## src/rtl/core/rct_pkg.sv

```systemverilog
// Package for the route CAM table: command codes and the scan result bundle.
`default_nettype none
package rct_pkg;

  typedef logic [1:0] cmd_t;

  localparam cmd_t CMD_LOOKUP = 2'd0;
  localparam cmd_t CMD_INSERT = 2'd1;
  localparam cmd_t CMD_REMOVE = 2'd2;

  localparam int KEY_W = 32;
  localparam int CAP_W = 5;
  localparam int OCC_W = 5;

  // Outcome of one scan and write-back, handed to the result stage.
  typedef struct packed {
    logic done;
    logic hit;
    logic dropped;
    logic inc;
    logic dec;
  } scan_res_t;

endpackage
`default_nettype wire

```

## src/rtl/core/rct_ram.sv

```systemverilog
// Generic single-port-write, single-port-read RAM with registered read data.
`default_nettype none
module rct_ram #(
  parameter int WIDTH = 35,
  parameter int DEPTH = 16,
  parameter int AW    = (DEPTH > 1) ? $clog2(DEPTH) : 1
) (
  input  wire logic             clk,
  input  wire logic             we,
  input  wire logic [AW-1:0]    waddr,
  input  wire logic [WIDTH-1:0] wdata,
  input  wire logic             re,
  input  wire logic [AW-1:0]    raddr,
  output logic      [WIDTH-1:0] rdata
);

  logic [WIDTH-1:0] mem [DEPTH];

  // Write and registered read
  always_ff @(posedge clk) begin
    if (we) begin
      mem[waddr] <= wdata;
    end
    if (re) begin
      rdata <= mem[raddr];
    end
  end

endmodule
`default_nettype wire

```

## src/rtl/core/rct_scan.sv

```systemverilog
// Scan engine: walks the entry RAM, finds match and free slot, writes back.
`default_nettype none
module rct_scan #(
  parameter int TABLE_DEPTH = 16,
  parameter int PORT_BITS   = 3
) (
  input  wire logic                  clk,
  input  wire logic                  rst,
  input  wire logic                  start,
  output logic                       busy,
  input  wire rct_pkg::cmd_t         command,
  input  wire logic [31:0]           key,
  input  wire logic [PORT_BITS-1:0]  port_in,
  output rct_pkg::scan_res_t         res,
  output logic      [PORT_BITS-1:0]  res_port
);
  import rct_pkg::*;

  localparam int AW    = (TABLE_DEPTH > 1) ? $clog2(TABLE_DEPTH) : 1;
  localparam int ENT_W = KEY_W + PORT_BITS;
  localparam logic [AW-1:0] LAST_ADDR = AW'(TABLE_DEPTH - 1);

  typedef enum logic [1:0] {
    ST_IDLE,
    ST_SCAN,
    ST_CHECK,
    ST_WRITE
  } state_t;

  state_t                state;
  cmd_t                  cmd_q;
  logic [KEY_W-1:0]      key_q;
  logic [PORT_BITS-1:0]  port_q;
  logic [AW-1:0]         addr;
  logic                  pend;
  logic [AW-1:0]         pend_addr;
  logic [TABLE_DEPTH-1:0] valid;
  logic                  found;
  logic [AW-1:0]         match_slot;
  logic [PORT_BITS-1:0]  match_port;
  logic                  free_found;
  logic [AW-1:0]         free_slot;

  logic                  ram_we;
  logic [AW-1:0]         ram_waddr;
  logic [ENT_W-1:0]      ram_rdata;
  logic [KEY_W-1:0]      rd_key;
  logic [PORT_BITS-1:0]  rd_port;
  logic                  is_match;
  logic                  is_free;
  logic                  do_insert_new;

  rct_ram #(
    .WIDTH(ENT_W),
    .DEPTH(TABLE_DEPTH)
  ) u_ram (
    .clk  (clk),
    .we   (ram_we),
    .waddr(ram_waddr),
    .wdata({key_q, port_q}),
    .re   (state == ST_SCAN),
    .raddr(addr),
    .rdata(ram_rdata)
  );

  // Compare the entry read in the previous cycle
  assign rd_key   = ram_rdata[PORT_BITS +: KEY_W];
  assign rd_port  = ram_rdata[PORT_BITS-1:0];
  assign is_match = pend && valid[pend_addr] && (rd_key == key_q);
  assign is_free  = pend && !valid[pend_addr];

  // Write-back decision
  assign do_insert_new = (cmd_q == CMD_INSERT) && !found && free_found;
  assign ram_we        = (state == ST_WRITE) && (cmd_q == CMD_INSERT) && (found || free_found);
  assign ram_waddr     = found ? match_slot : free_slot;

  assign busy         = (state != ST_IDLE);
  assign res.done     = (state == ST_WRITE);
  assign res.hit      = found;
  assign res.dropped  = (cmd_q == CMD_INSERT) && !found && !free_found;
  assign res.inc      = (state == ST_WRITE) && do_insert_new;
  assign res.dec      = (state == ST_WRITE) && (cmd_q == CMD_REMOVE) && found;
  assign res_port     = found ? match_port : '0;

  // Sequencer, scan trackers and valid marks
  always_ff @(posedge clk) begin
    if (rst) begin
      state      <= ST_IDLE;
      pend       <= 1'b0;
      valid      <= '0;
      found      <= 1'b0;
      free_found <= 1'b0;
    end else begin
      pend      <= (state == ST_SCAN);
      pend_addr <= addr;
      if (is_match && !found) begin
        found      <= 1'b1;
        match_slot <= pend_addr;
        match_port <= rd_port;
      end
      if (is_free && !free_found) begin
        free_found <= 1'b1;
        free_slot  <= pend_addr;
      end
      unique case (state)
        ST_IDLE: begin
          if (start) begin
            cmd_q      <= command;
            key_q      <= key;
            port_q     <= port_in;
            addr       <= '0;
            found      <= 1'b0;
            free_found <= 1'b0;
            state      <= ST_SCAN;
          end
        end
        ST_SCAN: begin
          if (addr == LAST_ADDR) begin
            state <= ST_CHECK;
          end else begin
            addr <= addr + 1'b1;
          end
        end
        ST_CHECK: begin
          state <= ST_WRITE;
        end
        ST_WRITE: begin
          if (do_insert_new) begin
            valid[free_slot] <= 1'b1;
          end
          if ((cmd_q == CMD_REMOVE) && found) begin
            valid[match_slot] <= 1'b0;
          end
          state <= ST_IDLE;
        end
        default: begin
          state <= ST_IDLE;
        end
      endcase
    end
  end

endmodule
`default_nettype wire

```

## src/rtl/core/route_cam_table_unit.sv

```systemverilog
// Top level of the route CAM table: config register, entry count, result beat.
//
// Channel   Direction  Handshake               Payload
// command   in         start / busy            command, key, port_in
// config    in         cfg_valid / cfg_ready   cfg_data (capacity_limit)
// result    out        done strobe, no stall   hit, port_out, cacheable,
//                                              full_res, occupancy, dropped
//
// An item holds busy high for the scan: one RAM read per entry in ST_SCAN,
// a compare of the last read in ST_CHECK, then the write-back in ST_WRITE.
// The next accept comes in the first idle cycle.
// The result beat shows for one cycle right after the write-back cycle.
// Reset (rst, synchronous) clears the valid marks, count and capacity limit.
// busy is high while a scan runs; the receiver cannot stall results.
`default_nettype none
module route_cam_table_unit #(
  parameter int TABLE_DEPTH = 16,
  parameter int PORT_BITS   = 3
) (
  input  wire logic                 clk,
  input  wire logic                 rst,
  input  wire logic                 start,
  output logic                      busy,
  input  wire rct_pkg::cmd_t        command,
  input  wire logic [31:0]          key,
  input  wire logic [PORT_BITS-1:0] port_in,
  input  wire logic                 cfg_valid,
  output logic                      cfg_ready,
  input  wire logic [4:0]           cfg_data,
  output logic                      done,
  output logic                      hit,
  output logic      [PORT_BITS-1:0] port_out,
  output logic                      cacheable,
  output logic                      full_res,
  output logic      [4:0]           occupancy,
  output logic                      dropped
);
  import rct_pkg::*;

  localparam int CNT_W = $clog2(TABLE_DEPTH + 1);
  localparam int CMP_W = (CNT_W > CAP_W) ? CNT_W : CAP_W;

  scan_res_t             res;
  logic [PORT_BITS-1:0]  res_port;
  logic [CAP_W-1:0]      capacity_limit;
  logic [CNT_W-1:0]      count;
  logic [CNT_W-1:0]      count_next;
  logic [CMP_W-1:0]      count_ext;
  logic [CMP_W-1:0]      count_next_ext;
  logic [CMP_W-1:0]      limit_ext;

  rct_scan #(
    .TABLE_DEPTH(TABLE_DEPTH),
    .PORT_BITS  (PORT_BITS)
  ) u_scan (
    .clk     (clk),
    .rst     (rst),
    .start   (start),
    .busy    (busy),
    .command (command),
    .key     (key),
    .port_in (port_in),
    .res     (res),
    .res_port(res_port)
  );

  assign cfg_ready = 1'b1;

  // Occupancy after the operation
  always_comb begin
    count_next = count;
    if (res.inc) begin
      count_next = count + 1'b1;
    end else if (res.dec) begin
      count_next = count - 1'b1;
    end
  end

  assign count_ext      = CMP_W'(count);
  assign count_next_ext = CMP_W'(count_next);
  assign limit_ext      = CMP_W'(capacity_limit);

  // Hold config and count; register the result beat
  always_ff @(posedge clk) begin
    if (rst) begin
      capacity_limit <= '0;
      count          <= '0;
      done           <= 1'b0;
    end else begin
      if (cfg_valid && cfg_ready) begin
        capacity_limit <= cfg_data;
      end
      count <= count_next;
      done  <= res.done;
      if (res.done) begin
        hit       <= res.hit;
        port_out  <= res_port;
        cacheable <= (count_ext < limit_ext) || res.hit;
        full_res  <= (count_next_ext >= limit_ext);
        occupancy <= OCC_W'(count_next_ext);
        dropped   <= res.dropped;
      end
    end
  end

`ifndef ASSERT_OFF
  a_done_after_busy: assert property (@(posedge clk) disable iff (rst)
    done |-> $past(busy))
    else $error("result beat without a preceding scan");

  a_count_bound: assert property (@(posedge clk) disable iff (rst)
    count <= CNT_W'(TABLE_DEPTH))
    else $error("entry count exceeds table depth");

  a_drop_only_full: assert property (@(posedge clk) disable iff (rst)
    res.done && res.dropped |-> count == CNT_W'(TABLE_DEPTH))
    else $error("insert dropped while a slot is free");

  a_no_inc_dec: assert property (@(posedge clk) disable iff (rst)
    !(res.inc && res.dec))
    else $error("count raised and lowered in one write-back");
`endif

endmodule
`default_nettype wire

```

## config.mk

```make
export PLATFORM = sky130hd
export DESIGN_NAME = route_cam_table_unit
export DESIGN_NICKNAME = d
export VERILOG_FILES = /design/src/rtl/core/rct_pkg.sv /design/src/rtl/core/rct_ram.sv /design/src/rtl/core/rct_scan.sv /design/src/rtl/core/route_cam_table_unit.sv
export SDC_FILE = /design/constraint.sdc
export NUM_CORES = 1
export LEC_CHECK = 0
export BUFFER_PORTS_ARGS = -buffer_cell sky130_fd_sc_hd__buf_2
export CAP_MARGIN = 20
export CORE_UTILIZATION = 30
export DETAILED_ROUTE_END_ITERATION = 10
export PLACE_DENSITY = 0.48
export SYNTH_ARGS = -nofsm -noshare
export SYNTH_HDL_FRONTEND = slang
export SYNTH_SLANG_ARGS = --single-unit
export TNS_END_PERCENT = 100
```

## constraint.sdc

```tcl
create_clock -name clk -period 9.2 [get_ports clk]
set_input_delay 1.38 -clock clk [delete_from_list [all_inputs] [get_ports clk]]
set_output_delay 1.38 -clock clk [all_outputs]
set_load 0.005 [all_outputs]
```

* After elaboration in Yosys (flattened, before gate mapping)
Memories as Yosys holds them, arrays and structs flattened. A register that Yosys moved wholly into a read port is not among the register bits.
Cells that the tools add are included.
** Operators by class
- Add/sub/neg operators :: 3
- Multiply operators :: 0
- Div/mod/pow operators :: 0
- Magnitude comparators :: 7
- Eq/ne operators :: 10
- Shifts and indexed selects :: 0
- Muxes and demuxes :: 27
- Bitwise logic cells :: 4
- Reductions and logical operators :: 30
** Operators by type and width (count)
- two-way mux 16 bit :: 4
- equality test 32 bit :: 1
- bitwise AND 16 bit :: 1
- logical AND 1 bit :: 16
- inverter 16 bit :: 1
- OR 16 bit :: 1
- less-than comparator 4 x 5 -> 1 bit, second input constant :: 3
- two-way mux 4 bit :: 3
- two-way mux 1 bit :: 11
- two-way mux 5 bit :: 2
- demux 1 bit (select 4 bit) :: 2
- greater-or-equal comparator 4 x 1 -> 1 bit, second input constant :: 2
- case mux 2 bit (4 select lines) :: 1
- case mux 4 bit (2 select lines) :: 1
- AND reduction 2 bit :: 4
- equality test 2 bit, second input constant :: 3
- adder 5 x 1 -> 5 bit, second input constant :: 1
- greater-or-equal comparator 5 bit :: 1
- less-than comparator 5 bit :: 1
- subtractor 5 x 1 -> 5 bit, second input constant :: 1
- adder 4 x 1 -> 4 bit, second input constant :: 1
- binary-select mux 1 bit (select 4 bit) :: 1
- equality test 2 x 1 -> 1 bit, second input constant :: 2
- equality test 4 bit, second input constant :: 1
- other kinds (10) :: 16
** Storage, ports and cells
- Register bits after elaboration :: 100
- Latch bits :: 0
- Memory bits (writable) :: 560
- ROM bits :: 0
- Bits of input ports :: 46
- Output and inout bits :: 15
- Logic and storage cells :: 104
- Memories kept :: 1
** Memories
- u_scan.u_ram.mem :: depth 16, width 35, rd ports 1, clocked after memory_dff 1, wr ports 1, line rct_ram.sv:17 : logic [WIDTH-1:0] mem [DEPTH];

* Logic depth before layout (Yosys ltp)
- Depth after elaboration :: 10
- Gate-level depth with buffers :: 13
- Depth with buffers taken out :: 12

* Cells and area by module
A second synthesis with hierarchy kept.
** Second synthesis, totals
- Cell total of the unflattened synthesis :: 1248
- Area, all modules :: 26771.9 um^2
** Modules (own cells, without submodules)
- rct_ram :: instances 1, cells each 914, area an instance 22402.7 um^2
- rct_scan :: instances 1, cells each 240, area an instance 3271.9 um^2
- route_cam_table_unit :: instances 1, cells each 94, area an instance 1097.3 um^2

* Least setup slack after synthesis
OpenSTA, ideal clock, no wires.
- Path type :: input to register
- Start :: in rst
- End :: reg u_scan.cmd_q[0] (enable)
- Library setup time :: 0.431 ns
- Data arrival time :: 3.162 ns
- Required time :: 8.769 ns
- Path slack :: 5.607 ns
- Stages :: 2
- Cell sequence :: clkbuf_1 -> nor2_1
** Between the ends
- Longest elaborated chain between the ends :: 2
** Ends and longest elaborated chain
- from (decl) :: line route_cam_table_unit.sv:21 : input wire logic rst,
- inverter 1 bit (no source line)
- AND reduction 3 bit (no source line)
- to (signal assigned) :: line rct_scan.sv:108 : cmd_q <= command;
- to (decl) :: line rct_scan.sv:31 : cmd_t cmd_q;
Every way passes these cells.
A chain may end at the register's enable or synchronous reset.

==> metrics.yaml <==
synth:
  synth.top_cell.area_share: 0.752
  synth-main-ff-cell: "edfxtp_1"
  async_reset_ff_frac: 0
  synthCells: 1165
  synth.most_common_cell: "edfxtp_1"
  synth_nets: 1227
  yosysWarnings: 0
  synth_cell_types: 44
  synth-seq-cells: 695
  ys_top_cells_by_count: "663 x edfxtp_1, 179 x mux4_2, 39 x nor2_1, 35 x xnor2_1, 32 x dfxtp_1"
  seq_area_frac_synth: 0.776
  synth_area_um2: 26500
  yosys-top-cells-area: "edfxtp_1 75%, mux4_2 15%, dfxtp_1 2.4%"
  synth_edf_count: 663
  synth.avg_cell_area_um2: 22.7
  yosys.area.top_type: "edfxtp_1"
die:
  initial_core_util: 0.304
  ioPinCount: 61
  die_w_um: 299
  die-area_um2: 89500
  die_h_um: 299
  num_rows: 108
  core_area_um2: 87200
sta:
  hold_violations: 0
  max_freq_mhz: 307
  setup_violations: 0
  fin_ws_ps: 5940
  rsz0062_at_grt: "no"
  relSlewSlack: 0.279
  period_minus_slack_ps: 3260
  worst_pin_slew_ps: 1080
  finClkSkew_ps: 30.6
  slew_violations: 0
  period_share: 0.354
  tns_ps: 0
detailed_routing:
  antenna_left: 0
  firstDrtPassIters: 5
  routed_wl_mm: 62.4
  vias: 12000
  drc_errors: 0
  drt_iter0_markers: 897
  wl_per_cell_um: 25.0
  vias_per_cell: 4.80
grt:
  grt_pass1_vias: 12600
  grt_max_degree: 144
  overflow: 0
  grt_pass1_wl_mm: 90.2
  antenna_found_initial: 2
  globalRouteTotalUtil: 0.141
setup_path:
  crit_chain: "buf_12 > buf_4 > mux4_2 > mux4_2"
  required_ps: 9570
  end_kind: "register"
  crit_fanout: 105
  critPathMaxStageDelay_ps: 790
  cpMaxStageDelayCell: "buf_4"
  path_delay_family: "buffers and inverters"
  path_buf_inv: 2
  cpMostUsedCell: "mux4_2"
  startpoint_type: "register"
  crit_type: "register to register"
  cp.arrival_ps: 3620
flow_run:
  cap_violations: 0
clock_network:
  cts_max_level: 3
  clkTransAtPathRegs_ps: 60
  clk_latency_ps: 630
  cts_tree: "done"
  cts_buffers: 76
  cts_setup_buffers: 0
  clockBufferDepth: 3
  cts_num_sinks: 695
  clockRootBuffer: "clkbuf_16"
  hold_buffers: 0
  ctsResizeCount: 0
placed_design:
  dp_hpwl_mm: 29.6
  post-place-ws_ps: 5810
  io_buffers: 59
  placedCellCount: 2356
  place_congestion: 0.760
hold_path:
  hp-class: "register to register"
power:
  combPwrFrac: 0.148
  clkPwrFrac: 0.368
  p_per_area_nw_per_um2: 257
  swShare: 0.249
  p_seq_frac: 0.484
  ir_worst_vdd_v: 0.000150
  p_leak_nw: 9.47
  switchingPower_mw: 1.96
  intPower_mw: 5.93
run_status:
  status: "complete, no violations"
final_layout:
  antenna_cells: 0
  area_growth_pct: 15.9
  stdcell_count: 2491
  final_nets: 1342
  layout-drive-gt1-share: 0.287
==> logic make-up (layout without fill, tap and decap cells) <==
| logic type | count (synthesis) | in the layout | synth area share |
|---|---|---|---|
| buffers and inverters | 60 | 231 | 0.0118 |
| XOR/XNOR | 38 | 38 | 0.0126 |
| AND/OR/NAND/NOR | 109 | 109 | 0.0212 |
| adder cells (fa/ha/maj) | 16 | 16 | 0.00756 |
| AO/OA/AOI/OAI | 57 | 57 | 0.0146 |
| other | 1 | 1 | 0.000142 |
| multiplexers | 189 | 189 | 0.156 |
| flip-flops | 695 | 695 | 0.776 |
==> registers in the layout, indices dropped and copies added (netlist names), 2 cells and up <==
name                count
u_scan.valid           16
u_scan.state            2
u_scan.match_port       3
u_scan.cmd_q            2
u_scan.addr             4
u_scan.u_ram.rdata     35
u_scan.port_q           3
u_scan.key_q           32
u_scan.pend_addr        4
u_scan.free_slot        4
count                   5
port_out                3
occupancy               5
u_scan.match_slot       4
capacity_limit          5
u_scan.u_ram.mem      560
==> through the flow <==
stage                     total power, mW   util  instance area (um2)  hold WS (ps)
after floorplan                      4.72      -                26500           400
after global placement               5.07  0.325                28300           426
after detailed placement             5.09  0.325                28300           413
after CTS                            8.01  0.352                30700           426
after global routing                 8.20  0.352                30700           438
final                                7.89  0.352                30700           423
==> routing by layer <==
metal / global-route usage / up-vias / share of wire / wire, um
met5: 0 / - / 0 / 0
met4: 0.0355 / 0 / 0.017 / 1070
met2: 0.231 / 261 / 0.49 / 30500
met1: 0.192 / 6482 / 0.45 / 28300
met3: 0.0267 / 88 / 0.041 / 2550
li1: - / 5125 / - / -
==> cells in the final DEF (no fill, tap or decap), types with 4 or more instances in the layout <==
master     instances
a21o_1             4
a31oi_1           11
nor3_1             5
clkinv_1          18
edfxtp_1         663
nand2_1           10
mux2i_1            8
nand4_1            9
nand2b_1           4
clkinv_2           8
nor2_4            17
mux4_2           179
nor2_1            22
clkbuf_16         79
and2_1            12
nand3_1            4
inv_1             12
buf_4             22
a211oi_1          15
dfxtp_1           32
ha_1              15
clkbuf_1          18
a311oi_1           5
xnor2_1           35
a21oi_1           13
nor2b_1           14
buf_2             59
==> layout make-up <==
cell class | count | area [um2]
sequential | 695 | 20500
clock inverter | 37 | 335
fill | 8027 | 56500
timing repair buffer | 84 | 528
multi-input combinational | 410 | 5750
inverter | 13 | 48.8
clock buffer | 97 | 2040
tap | 1155 | 1450
==> power by group through the flow <==
| stage | sequential (mW) | clock (mW) | combinational (mW) |
|---|---|---|---|
| final | 3.82 | 2.90 | 1.17 |
| after global routing | 3.84 | 3.10 | 1.26 |
| after CTS | 3.83 | 2.99 | 1.20 |
| after detailed placement | 3.89 | 0 | 1.20 |
| after global placement | 3.88 | 0 | 1.19 |
| after floorplan | 3.84 | 0 | 0.881 |
==> final timing paths <==
path | start | endpoint | slack, ps | cells after the start
worst max-delay path | u_scan.addr[0] | u_scan.u_ram.rdata[25] | 5940 | 4
worst min-delay path | u_scan.u_ram.rdata[1] | u_scan.match_port[1] | 420 | 0
worst max register to register | u_scan.addr[0] | u_scan.u_ram.rdata[25] | 5940 | 4
worst min register to register | u_scan.u_ram.rdata[1] | u_scan.match_port[1] | 420 | 0
No activity file was read; power rests on OpenSTA's default activity.
